`src/rtl/ams_pkg.sv`:
```
`timescale 1ns / 1ps
// Shared types and constants for the AND addressing-mode sequencer.
// No dependencies; imported by ams_step and the top-level module.
package ams_pkg;

  localparam logic [15:0] HI_MASK = 16'hFF00;
  localparam logic [15:0] LO_MASK = 16'h00FF;
  localparam logic [15:0] NO_ADDR = 16'h0000;

  typedef enum logic [2:0] {
    MODE_IMM  = 3'd0,
    MODE_ZP   = 3'd1,
    MODE_ZPX  = 3'd2,
    MODE_ABS  = 3'd3,
    MODE_ABSX = 3'd4,
    MODE_ABSY = 3'd5,
    MODE_INDX = 3'd6,
    MODE_INDY = 3'd7
  } mode_t;

  // Sequencer step, one-hot
  typedef enum logic [7:0] {
    ST_IDLE    = 8'b0000_0001,
    ST_OPND1   = 8'b0000_0010,  // first operand byte due
    ST_ISSUE   = 8'b0000_0100,  // issue eff_addr after dummy cycle
    ST_ABS_HI  = 8'b0000_1000,  // absolute high byte due
    ST_INDX_DM = 8'b0001_0000,  // (zp,X) dummy cycle done
    ST_PTR_LO  = 8'b0010_0000,
    ST_PTR_HI  = 8'b0100_0000,
    ST_OPERAND = 8'b1000_0000
  } step_t;

  typedef struct packed {
    logic        start_req;
    logic [2:0]  mode;
    logic [15:0] pc;
    logic [7:0]  x_index;
    logic [7:0]  y_index;
    logic [7:0]  acc_in;
    logic [7:0]  bus_data;
  } in_item_t;

  typedef struct packed {
    logic [15:0] bus_addr;
    logic        pc_advance;
    logic        done_res;
    logic [7:0]  acc_out;
    logic        neg_flag;
    logic        zero_flag;
    logic        page_crossed;
  } out_item_t;

  typedef struct packed {
    step_t       step;
    mode_t       mode_latch;
    logic [15:0] eff_addr;
    logic [7:0]  pointer_word;  // always a page-zero pointer
    logic        crossed_latch;
  } seq_state_t;

  localparam seq_state_t STATE_RESET = '{
    step: ST_IDLE, mode_latch: MODE_IMM, eff_addr: 16'h0000,
    pointer_word: 8'h00, crossed_latch: 1'b0
  };

endpackage

```
`src/rtl/ams_if.sv`:
```
`timescale 1ns / 1ps
// Valid/ready channel interfaces for the sequencer's input and result streams.
// Depends on ams_pkg for nothing but shares field widths with it.
interface ams_in_if;
  logic        valid;
  logic        ready;
  logic        start_req;
  logic [2:0]  mode;
  logic [15:0] pc;
  logic [7:0]  x_index;
  logic [7:0]  y_index;
  logic [7:0]  acc_in;
  logic [7:0]  bus_data;

  modport source (output valid, start_req, mode, pc, x_index, y_index, acc_in, bus_data,
                  input ready);
  modport sink (input valid, start_req, mode, pc, x_index, y_index, acc_in, bus_data,
                output ready);
endinterface

interface ams_out_if;
  logic        valid;
  logic        ready;
  logic [15:0] bus_addr;
  logic        pc_advance;
  logic        done_res;
  logic [7:0]  acc_out;
  logic        neg_flag;
  logic        zero_flag;
  logic        page_crossed;

  modport source (output valid, bus_addr, pc_advance, done_res, acc_out, neg_flag,
                  zero_flag, page_crossed, input ready);
  modport sink (input valid, bus_addr, pc_advance, done_res, acc_out, neg_flag,
                zero_flag, page_crossed, output ready);
endinterface

```
`src/rtl/ams_step.sv`:
```
`timescale 1ns / 1ps
// Next-step logic of the sequencer: one bus cycle's result and next state.
// Depends on ams_pkg.
module ams_step (
  input  ams_pkg::in_item_t   item,
  input  ams_pkg::seq_state_t state,
  output ams_pkg::out_item_t  result,
  output ams_pkg::seq_state_t state_next
);
  import ams_pkg::*;

  logic [7:0]  res;
  logic [15:0] base;
  logic [7:0]  idx;
  logic [15:0] sum;
  logic [7:0]  ptr_x;
  logic [7:0]  ptr_inc;
  logic        crossed;

  // Base for indexed and absolute final address: high byte just read
  assign base    = {item.bus_data, state.eff_addr[7:0]};
  assign idx     = (state.mode_latch == MODE_ABSX) ? item.x_index : item.y_index;
  assign sum     = base + {8'h00, idx};
  assign crossed = (sum & HI_MASK) != (base & HI_MASK);
  assign ptr_x   = state.pointer_word + item.x_index;   // wraps in page zero
  assign ptr_inc = state.pointer_word + 8'd1;
  assign res     = item.acc_in & item.bus_data;

  always_comb begin
    state_next          = state;
    result.bus_addr     = NO_ADDR;
    result.pc_advance   = 1'b0;
    result.done_res     = 1'b0;
    result.acc_out      = 8'h00;
    result.page_crossed = 1'b0;

    if (item.start_req) begin
      state_next.mode_latch    = mode_t'(item.mode);
      state_next.crossed_latch = 1'b0;
      state_next.step          = ST_OPND1;
      result.bus_addr          = item.pc;
      result.pc_advance        = 1'b1;
    end else begin
      case (state.step)
        ST_OPND1: begin
          case (state.mode_latch)
            MODE_IMM: begin
              result.done_res = 1'b1;
              result.acc_out  = res;
              state_next.step = ST_IDLE;
            end
            MODE_ZP: begin
              state_next.eff_addr = {8'h00, item.bus_data};
              result.bus_addr     = {8'h00, item.bus_data};
              state_next.step     = ST_OPERAND;
            end
            MODE_ZPX: begin
              state_next.eff_addr = {8'h00, item.bus_data + item.x_index};
              result.bus_addr     = {8'h00, item.bus_data};
              state_next.step     = ST_ISSUE;
            end
            MODE_ABS, MODE_ABSX, MODE_ABSY: begin
              state_next.eff_addr = {8'h00, item.bus_data};
              result.bus_addr     = item.pc;
              result.pc_advance   = 1'b1;
              state_next.step     = ST_ABS_HI;
            end
            MODE_INDX: begin
              state_next.pointer_word = item.bus_data;
              result.bus_addr         = {8'h00, item.bus_data};
              state_next.step         = ST_INDX_DM;
            end
            default: begin
              state_next.pointer_word = item.bus_data;
              result.bus_addr         = {8'h00, item.bus_data};
              state_next.step         = ST_PTR_LO;
            end
          endcase
        end
        ST_ISSUE: begin
          result.bus_addr = state.eff_addr;
          state_next.step = ST_OPERAND;
        end
        ST_ABS_HI, ST_PTR_HI: begin
          if ((state.step == ST_ABS_HI &&
               (state.mode_latch == MODE_ABSX || state.mode_latch == MODE_ABSY)) ||
              (state.step == ST_PTR_HI && state.mode_latch == MODE_INDY)) begin
            state_next.eff_addr = sum;
            if (crossed) begin
              // dummy read at old high byte, corrected address issued from ST_ISSUE
              state_next.crossed_latch = 1'b1;
              state_next.step          = ST_ISSUE;
              result.bus_addr          = (base & HI_MASK) | (sum & LO_MASK);
            end else begin
              state_next.step = ST_OPERAND;
              result.bus_addr = sum;
            end
          end else begin
            state_next.eff_addr = base;
            result.bus_addr     = base;
            state_next.step     = ST_OPERAND;
          end
        end
        ST_INDX_DM: begin
          state_next.pointer_word = ptr_x;
          result.bus_addr         = {8'h00, ptr_x};
          state_next.step         = ST_PTR_LO;
        end
        ST_PTR_LO: begin
          state_next.eff_addr = {8'h00, item.bus_data};
          result.bus_addr     = {8'h00, ptr_inc};
          state_next.step     = ST_PTR_HI;
        end
        ST_OPERAND: begin
          result.done_res     = 1'b1;
          result.acc_out      = res;
          result.page_crossed = state.crossed_latch;
          state_next.step     = ST_IDLE;
        end
        default: ;
      endcase
    end

    result.neg_flag  = result.done_res & result.acc_out[7];
    result.zero_flag = result.done_res && (result.acc_out == 8'h00);
  end
endmodule

```
`src/rtl/and_addressing_mode_sequencer.sv`:
```
`timescale 1ns / 1ps
// Top level of the AND addressing-mode bus sequencer.
// Each transaction passes through an input register and then a result register.
// Throughput: one transaction per cycle while rsp.ready is high; the result register frees the input side.
// Reset (rst, synchronous): both stages empty, step idle, sequencer state cleared (data registers are not reset).
// Depends on ams_pkg, ams_if and ams_step.
module and_addressing_mode_sequencer (
  input  logic clk,
  input  logic rst,
  ams_in_if.sink    req,
  ams_out_if.source rsp
);
  import ams_pkg::*;

  logic       in_valid;
  in_item_t   in_item;
  seq_state_t state;
  seq_state_t state_next;
  out_item_t  result;
  logic       out_valid;
  out_item_t  out_item;
  logic       out_free;
  logic       advance;
  in_item_t   req_item;

  assign req_item = '{
    start_req: req.start_req, mode: req.mode, pc: req.pc, x_index: req.x_index,
    y_index: req.y_index, acc_in: req.acc_in, bus_data: req.bus_data
  };

  assign out_free  = !out_valid || rsp.ready;
  assign advance   = in_valid && out_free;
  assign req.ready = !in_valid || out_free;

  ams_step u_step (
    .item       (in_item),
    .state      (state),
    .result     (result),
    .state_next (state_next)
  );

  always_ff @(posedge clk) begin
    if (rst) begin
      in_valid  <= 1'b0;
      out_valid <= 1'b0;
      state     <= STATE_RESET;
    end else begin
      if (req.valid && req.ready) begin
        in_valid <= 1'b1;
      end else if (advance) begin
        in_valid <= 1'b0;
      end
      if (advance) begin
        state     <= state_next;
        out_valid <= 1'b1;
      end else if (rsp.ready) begin
        out_valid <= 1'b0;
      end
    end
  end

  always_ff @(posedge clk) begin
    if (req.valid && req.ready) begin
      in_item <= req_item;
    end
    if (advance) begin
      out_item <= result;
    end
  end

  assign rsp.valid        = out_valid;
  assign rsp.bus_addr     = out_item.bus_addr;
  assign rsp.pc_advance   = out_item.pc_advance;
  assign rsp.done_res     = out_item.done_res;
  assign rsp.acc_out      = out_item.acc_out;
  assign rsp.neg_flag     = out_item.neg_flag;
  assign rsp.zero_flag    = out_item.zero_flag;
  assign rsp.page_crossed = out_item.page_crossed;
endmodule
```
`src/flat_wrapper.sv`:
```
// flat-port wrapper written by rule: the top's interface ports become plain ports
module and_addressing_mode_sequencer_flat import ams_pkg::*;
  (clk, rst, req_valid, req_start_req, req_mode, req_pc, req_x_index, req_y_index, req_acc_in, req_bus_data, req_ready, rsp_valid, rsp_bus_addr, rsp_pc_advance, rsp_done_res, rsp_acc_out, rsp_neg_flag, rsp_zero_flag, rsp_page_crossed, rsp_ready);
  ams_in_if req_i ();
  ams_out_if rsp_i ();
  input  logic clk;
  input  logic rst;
  input wire logic [$bits(req_i.valid)-1:0] req_valid;
  input wire logic [$bits(req_i.start_req)-1:0] req_start_req;
  input wire logic [$bits(req_i.mode)-1:0] req_mode;
  input wire logic [$bits(req_i.pc)-1:0] req_pc;
  input wire logic [$bits(req_i.x_index)-1:0] req_x_index;
  input wire logic [$bits(req_i.y_index)-1:0] req_y_index;
  input wire logic [$bits(req_i.acc_in)-1:0] req_acc_in;
  input wire logic [$bits(req_i.bus_data)-1:0] req_bus_data;
  output wire logic [$bits(req_i.ready)-1:0] req_ready;
  output wire logic [$bits(rsp_i.valid)-1:0] rsp_valid;
  output wire logic [$bits(rsp_i.bus_addr)-1:0] rsp_bus_addr;
  output wire logic [$bits(rsp_i.pc_advance)-1:0] rsp_pc_advance;
  output wire logic [$bits(rsp_i.done_res)-1:0] rsp_done_res;
  output wire logic [$bits(rsp_i.acc_out)-1:0] rsp_acc_out;
  output wire logic [$bits(rsp_i.neg_flag)-1:0] rsp_neg_flag;
  output wire logic [$bits(rsp_i.zero_flag)-1:0] rsp_zero_flag;
  output wire logic [$bits(rsp_i.page_crossed)-1:0] rsp_page_crossed;
  input wire logic [$bits(rsp_i.ready)-1:0] rsp_ready;
  assign req_i.valid = req_valid;
  assign req_i.start_req = req_start_req;
  assign req_i.mode = req_mode;
  assign req_i.pc = req_pc;
  assign req_i.x_index = req_x_index;
  assign req_i.y_index = req_y_index;
  assign req_i.acc_in = req_acc_in;
  assign req_i.bus_data = req_bus_data;
  assign req_ready = req_i.ready;
  assign rsp_valid = rsp_i.valid;
  assign rsp_bus_addr = rsp_i.bus_addr;
  assign rsp_pc_advance = rsp_i.pc_advance;
  assign rsp_done_res = rsp_i.done_res;
  assign rsp_acc_out = rsp_i.acc_out;
  assign rsp_neg_flag = rsp_i.neg_flag;
  assign rsp_zero_flag = rsp_i.zero_flag;
  assign rsp_page_crossed = rsp_i.page_crossed;
  assign rsp_i.ready = rsp_ready;
  and_addressing_mode_sequencer u_core (.clk(clk), .rst(rst), .req(req_i), .rsp(rsp_i));
endmodule
```
`config.mk`:
```
export PLATFORM = sky130hd
export DESIGN_NAME = and_addressing_mode_sequencer_flat
export DESIGN_NICKNAME = d
export VERILOG_FILES = /design/src/rtl/ams_pkg.sv /design/src/rtl/ams_if.sv /design/src/rtl/ams_step.sv /design/src/rtl/and_addressing_mode_sequencer.sv /design/src/flat_wrapper.sv
export SDC_FILE = /design/constraint.sdc
export NUM_CORES = 1
export LEC_CHECK = 0
export BUFFER_PORTS_ARGS = -buffer_cell sky130_fd_sc_hd__buf_2
export CAP_MARGIN = 0
export CORE_MARGIN = 10
export CORE_UTILIZATION = 41
export CTS_BUF_LIST = sky130_fd_sc_hd__clkbuf_4 sky130_fd_sc_hd__clkbuf_8 sky130_fd_sc_hd__clkbuf_16
export CTS_CLUSTER_DIAMETER = 30
export DETAILED_ROUTE_END_ITERATION = 6
export GPL_TIMING_DRIVEN = 0
export SYNTH_ARGS = -nofsm -noshare
export SYNTH_HDL_FRONTEND = slang
export SYNTH_SLANG_ARGS = --single-unit
```
`constraint.sdc`:
```
create_clock -name clk -period 4.5 [get_ports clk]
set_input_delay 0.675 -clock clk [delete_from_list [all_inputs] [get_ports clk]]
set_output_delay 0.675 -clock clk [all_outputs]
set_load 0.005 [all_outputs]
```
==> flow_summary_export.csv, run 1 <==
group,metric,value,unit
status,status,"complete, no violations",
cts,cts_sinks,119,
power,p_leak,0.00293,uW
worst_setup_path,crit_path_end_kind,"flop",
finish,syn_to_final_growth,19.2,%
power,power_density,351,mW/mm2
floorplan,die_width,147,um
power,p_seq_frac,0.449,
cts,cts_root_buf,"clkbuf_16",
timing,fin_setup_tns,0,ns
timing,slew-limit-headroom,0.170,
worst_setup_path,criticalPathCategory,"reg2reg",
min_path,hold_start,"req_mode[0]",
global_routing,grt_max_degree,38,
global_routing,grt_overflow,0,
cts,clkSlewWorstSetupHoldPaths,0.06,ns
worst_setup_path,critPathMaxFanout,9,
cts,numCtsBuffers,17,
min_path,min_path_type,"in2reg",
cts,cts_max_level,4,
run,drv_cap,0,
power,max-vdd-ir-drop,0.000361,V
min_path,min_path_cells,1,
place,portBuffers,85,
synth,yosysUniqueCellTypes,75,
worst_setup_path,r2r_cells,14,
detailed_routing,drt_iter0_drc,625,
floorplan,boundaryPins,87,
finish,drive_above_1_share,0.196,
worst_setup_path,crit_arrival,4.16,ns
synth,syn_inst,645,
place,gp_congestion,0.935,
timing,setup_viol_count_final,0,
timing,rsz0062_at_grt,"false",
floorplan,rows,46,
finish,antenna_cells,0,
min_path,whs_endpoint,"u_core.in_item[48]",
synth,yosysSeqAreaShare,0.484,
cts,cts_hold_buf,0,
timing,fin_crit_sh,0.893,
global_routing,grt_pass1_wl,32700,um
global_routing,grt_usage,0.194,
timing,fmax,249,MHz
synth,syn_area,0.00660,mm2
cts,cts_setup_buffers,0,
cts,clockBufferDepth,2,
power,switching_share,0.233,
synth,avgSynthCellArea,10.2,um2
floorplan,die_h,147,um
timing,finalHoldViolations,0,
timing,worst_clock_skew,0.0100,ns
worst_setup_path,start_kind,"flop",
power,combPwrFrac,0.084,
floorplan,coreArea,0.0158,mm2
synth,yosys_warnings,0,
detailed_routing,drc,0,
worst_setup_path,r2r-end,"u_core.rsp.bus_addr[4]",
power,intPower,2120,uW
place,hpwl,15900,um
cts,insertion_delay,0.43,ns
worst_setup_path,r2r_start,"u_core.state[26]",
floorplan,dieArea,0.0216,mm2
global_routing,antenna_found_initial,0,
global_routing,grt_pass1_vias,5705,
synth,syn-num-nets,729,
detailed_routing,routed_wirelength,21000,um
timing,drv_slew,0,
power,switching_power,643,uW
finish,nFillCells,1497,
detailed_routing,wire_per_inst,21.5,um
worst_setup_path,required,4.64,ns
timing,fin_crit,4.02,ns
floorplan,initial_core_util,0.417,
detailed_routing,postRouteAntennaNets,0,
detailed_routing,via_per_inst,5.89,
finish,nets,834,
worst_setup_path,r2r_setup_slack,0.48,ns
place,dp_slack,0.560,ns
timing,tightest_slew,1.24,ns
synth,synth_edf_count,81,
synth,ys_ff_latch,119,
timing,worst_slack,0.482,ns
finish,fin_area,0.00786,mm2
place,place_area,0.00731,mm2
timing,whs,0.417,ns
detailed_routing,num_vias,5753,
power,p_clk_frac,0.467,
cts,post_cts_resized,0,
synth,ys.flop_type,"edfxtp_1",
detailed_routing,dr.pass1.iters,5,
synth,async_flop_share,0,
cts,cts_tree,"yes",
==> final cells by class <==
cell class	count	area, um2	area share
inverter	13	48.8	0.00621
sequential	119	3190	0.406
buffer	36	156	0.0199
clock inverter	11	110	0.0140
clock buffer	19	440	0.0560
timing repair buffer	86	445	0.0566
tap	216	270	0.0344
multi-input combinational	477	3200	0.407
==> power groups by stage <==
stage                     Combinational [uW]  Clock (uW)  Sequential, uW
final                                    232        1290            1240
after global routing                     257        1360            1240
after CTS                                231        1310            1240
after detailed placement                 230           0            1260
after global placement                   222           0            1260
after floorplan                          139           0            1250
==> cells in the mapped netlist (13+ instances only) <==
master    instances  area share
nand3_1          23       0.017
inv_1            13      0.0074
a21oi_1          30       0.023
clkbuf_1         28       0.016
dfxtp_1          38        0.12
nand2_1          65       0.037
o21ai_0          37       0.028
a22oi_1          16       0.018
edfxtp_1         81        0.37
nor2_1           50       0.028
a211oi_1         16       0.018
ha_1             25       0.047
==> placed cells by master, fill, tap and decap left out, types with 7 or more instances in the layout <==
master and instances:
o211ai_1 10, nand3_1 23, xnor2_1 11, and3_1 7
edfxtp_1 81, a221oi_1 8, a22o_1 7, o21a_1 10
xor2_1 7, a22oi_1 16, inv_1 13, nor2b_1 12
clkbuf_1 27, nand2_1 65, dfxtp_1 38, mux2_2 10
buf_2 89, clkbuf_16 17, o21ai_0 37, a311oi_1 7
nand4_1 7, ha_1 25, a21oi_1 30, a211oi_1 16
nor3_1 12, nor2_1 50
==> per-stage QoR <==
stage                     power [uW]  cells   util
after floorplan                 1390    645      -
after global placement          1480    946  0.461
after detailed placement        1490    947  0.462
after CTS                       2780    977  0.497
after global routing            2860    977  0.497
final                           2760    977  0.497
==> how the worst max path moves through the flow <==
stage | start | end | slack (ns) | cells past startpoint
after floorplan | u_core.state[26] | u_core.rsp.bus_addr[6] | 1.25 | 14
after global placement | u_core.state[26] | u_core.rsp.bus_addr[6] | 0.58 | 14
after detailed placement | u_core.state[26] | u_core.rsp.bus_addr[4] | 0.56 | 14
after CTS | u_core.state[26] | u_core.rsp.bus_addr[4] | 0.53 | 14
after global routing | u_core.state[26] | u_core.rsp.bus_addr[6] | 0.28 | 14
final | u_core.state[26] | u_core.rsp.bus_addr[4] | 0.48 | 14
==> flip-flops by register name, summed over array words and instances (netlist names) <==
name and cells:
u_core.rsp.acc_out 8, u_core.rsp.zero_flag 1, u_core.rsp.valid 1, u_core.rsp.neg_flag 1, u_core.state 36, u_core.rsp.done_res 1
u_core.in_item 52, u_core.rsp.pc_advance 1, u_core.rsp.bus_addr 16, u_core.in_valid 1, u_core.rsp.page_crossed 1
==> metal layers <==
metal  vias to the layer above  GRT usage  share of wire
li1                       2692          -              -
met1                      2765      0.247           0.43
met2                       261      0.311           0.48
met3                        35     0.0507          0.069
met4                         0     0.0706          0.022
met5                         -          0              0
==> critical path, cell delays in order (launching register included) <==
cell and delay (ns):
dfxtp_1 0.29, clkbuf_1 0.19, nor2b_1 0.24, and2_1 0.22, clkbuf_1 0.43, mux2_2 0.41
ha_1 0.23, inv_1 0.08, fa_1 0.22, and3b_1 0.20, nor2_1 0.12, xor2_1 0.25
o21ai_0 0.11, a221oi_1 0.52, o21ai_0 0.19
==> cell families after synthesis <==
group,after synthesis,synth area share
and+or+nand+nor,225,0.173
DFF,119,0.484
buffers and inverters,49,0.0309
muxes,16,0.0262
xor gates and xnor gates,18,0.0239
AOI/OAI and AO/OA,189,0.204
adders and majority gates,29,0.0581
No activity file was read; power rests on OpenSTA's default activity.
==> run 2, diff against run 1 <==
--- a/config.mk
+++ b/config.mk
@@ -7,12 +7,14 @@
 export LEC_CHECK = 0
 export BUFFER_PORTS_ARGS = -buffer_cell sky130_fd_sc_hd__buf_2
 export CAP_MARGIN = 0
-export CORE_MARGIN = 10
+export CELL_PAD_IN_SITES_DETAIL_PLACEMENT = 0
+export CELL_PAD_IN_SITES_GLOBAL_PLACEMENT = 1
 export CORE_UTILIZATION = 41
 export CTS_BUF_LIST = sky130_fd_sc_hd__clkbuf_4 sky130_fd_sc_hd__clkbuf_8 sky130_fd_sc_hd__clkbuf_16
 export CTS_CLUSTER_DIAMETER = 30
 export DETAILED_ROUTE_END_ITERATION = 6
 export GPL_TIMING_DRIVEN = 0
+export PLACE_DENSITY_LB_ADDON = 0.1
 export SYNTH_ARGS = -nofsm -noshare
 export SYNTH_HDL_FRONTEND = slang
 export SYNTH_SLANG_ARGS = --single-unit
==> constraint.sdc (replaced) <==
create_clock -name clk -period 4.5 [get_ports clk]
set_input_delay 0.9 -clock clk [delete_from_list [all_inputs] [get_ports clk]]
set_output_delay 0.9 -clock clk [all_outputs]
set_load 0.005 [all_outputs]
==> run 2 against run 1 <==
  * Die area shrank 23%
  * Worst setup slack lost 0.11 ns
  * Register-to-register slack lost 0.11 ns
  * Hold slack gained 0.054 ns
  * Via count shrank 0.87%
==> flow_summary_export.csv, run 2 (synthesis gave the netlist of run 1 again) <==
group,metric,value,unit
min_path,hold_start,"u_core.state[18]",
global_routing,grt_pass1_vias,5492,
floorplan,dieArea,0.0166,mm2
status,status,"complete, no violations",
cts,cts_hold_buf,0,
timing,worst_clock_skew,0.0130,ns
global_routing,grt_usage,0.259,
detailed_routing,routed_wirelength,20500,um
worst_setup_path,crit_cells,12,
finish,drive_above_1_share,0.199,
place,portBuffers,85,
finish,layout_common_cells,"buf_2 (89), edfxtp_1 (81), nand2_1 (65)",
worst_setup_path,r2r_cells,12,
place,hpwl,15200,um
power,combPwrFrac,0.082,
detailed_routing,via_per_inst,5.85,
global_routing,grt_pass1_wl,31200,um
worst_setup_path,r2r_setup_slack,0.37,ns
timing,slew-limit-headroom,0.268,
timing,fin_crit_sh,0.917,
timing,tightest_slew,1.09,ns
power,total_power,2820,uW
global_routing,grt_overflow,0,
cts,clkSlewWorstSetupHoldPaths,0.06,ns
cts,cts_root_buf,"clkbuf_16",
worst_setup_path,criticalPathCategory,"reg2reg",
worst_setup_path,required,4.64,ns
worst_setup_path,crit_buf_inv,2,
timing,finalHoldViolations,0,
cts,insertion_delay,0.43,ns
worst_setup_path,worst_path_max_delay_cell,"a2111oi_0",
detailed_routing,drc,0,
power,max-vdd-ir-drop,0.000265,V
cts,post_cts_resized,0,
timing,fin_setup_tns,0,ns
place,gp_congestion,0.920,
cts,cts_sinks,119,
cts,clockBufferDepth,2,
power,p_seq_frac,0.439,
power,p_clk_frac,0.478,
detailed_routing,postRouteAntennaNets,0,
finish,syn_to_final_growth,19.7,%
min_path,whs_endpoint,"u_core.state[18]",
power,switching_power,698,uW
timing,setup_viol_count_final,0,
floorplan,coreArea,0.0154,mm2
worst_setup_path,cp_slowest_stage_delay,0.45,ns
cts,cts_max_level,4,
finish,layout_commonest_cell,"buf_2",
worst_setup_path,cpLargestDelayFamily,"compound AO/OA/AOI/OAI gates",
min_path,min_path_type,"reg2reg",
cts,numCtsBuffers,17,
detailed_routing,dr.pass1.iters,5,
power,p_leak,0.00295,uW
run,drv_cap,0,
worst_setup_path,crit_chain,"clkbuf_1 -> nor2b_1 -> and2_1 -> clkbuf_1 -> mux2_2 -> ha_1 -> a21oi_1 -> o221a_2 -> a32oi_1 -> a211o_1 -> a2111oi_0 -> o21ai_0",
floorplan,die_h,129,um
detailed_routing,drt_iter0_drc,487,
detailed_routing,wire_per_inst,21.0,um
worst_setup_path,start_kind,"flop",
worst_setup_path,critPathMaxFanout,9,
floorplan,initial_core_util,0.427,
timing,drv_slew,0,
worst_setup_path,crit_path_end_kind,"flop",
floorplan,rows,45,
global_routing,antenna_found_initial,0,
worst_setup_path,r2r-end,"u_core.rsp.bus_addr[5]",
finish,regMostFlops,"u_core.in_item",
worst_setup_path,r2r_start,"u_core.state[26]",
worst_setup_path,crit_path_frequent_cell,"clkbuf_1",
finish,largest_reg_flops,52,
power,power_density,358,mW/mm2
timing,rsz0062_at_grt,"false",
timing,fin_crit,4.13,ns
finish,nets,835,
worst_setup_path,crit_arrival,4.27,ns
timing,fmax,242,MHz
power,intPower,2120,uW
cts,cts_tree,"yes",
detailed_routing,num_vias,5703,
floorplan,die_width,129,um
floorplan,boundaryPins,87,
finish,antenna_cells,0,
power,switching_share,0.248,
cts,cts_setup_buffers,0,
min_path,min_path_cells,2,
global_routing,grt_max_degree,38,
-- run 2: power groups by stage --
stage | clock, uW | combinational, uW | sequential (uW)
2_1_floorplan | 0 | 139 | 1250
3_3_place_gp | 0 | 224 | 1260
3_5_place_dp | 0 | 230 | 1260
4_1_cts | 1370 | 231 | 1240
5_1_grt | 1410 | 257 | 1240
6_report | 1350 | 233 | 1240
-- run 2: metrics by stage --
step / cell area, um2 / hold WS, ns / setup slack [ns] / util / std cells
after global routing: 7890 / 0.482 / 0.139 / 0.512 / 975
after floorplan: 6600 / 0.426 / 1.25 / - / 645
after detailed placement: 7310 / 0.456 / 0.453 / 0.474 / 942
after CTS: 7880 / 0.470 / 0.430 / 0.511 / 974
after global placement: 7280 / 0.457 / 0.448 / 0.472 / 941
final: 7890 / 0.471 / 0.374 / 0.512 / 975
-- run 2: metal layers --
metal / global-route usage / vias to the layer above / routed length, um
met2: 0.397 / 179 / 9270
met4: 0.126 / 0 / 711
met1: 0.345 / 2787 / 9480
met3: 0.0607 / 44 / 1060
met5: 0 / - / 0
li1: - / 2693 / -
-- run 2: layout make-up --
class                   instances  area (um2)
clock buffers                  17         425
multi-input cells             477        3200
repair buffers                 87         453
flip-flops and latches        119        3190
fillers                      1484        7540
well taps                     211         264
inverters                      13        48.8
clock inverters                15         151
plain buffers                  36         156
-- run 2: how the worst max path moves through the flow --
stage,from,end,slack (ns)
CTS,u_core.state[26],u_core.rsp.bus_addr[5],0.43
detailed placement,u_core.state[26],u_core.rsp.bus_addr[5],0.45
global placement,u_core.state[26],u_core.rsp.bus_addr[5],0.45
floorplan,u_core.state[26],u_core.rsp.bus_addr[6],1.25
finish,u_core.state[26],u_core.rsp.bus_addr[5],0.37
global route,u_core.state[26],u_core.rsp.bus_addr[5],0.14
-- run 2: tightest hold or removal path: cells and delay by family, from the launching register on --
family,cells,cell delay (ns)
flops,1,0.32
simple gates,2,0.10
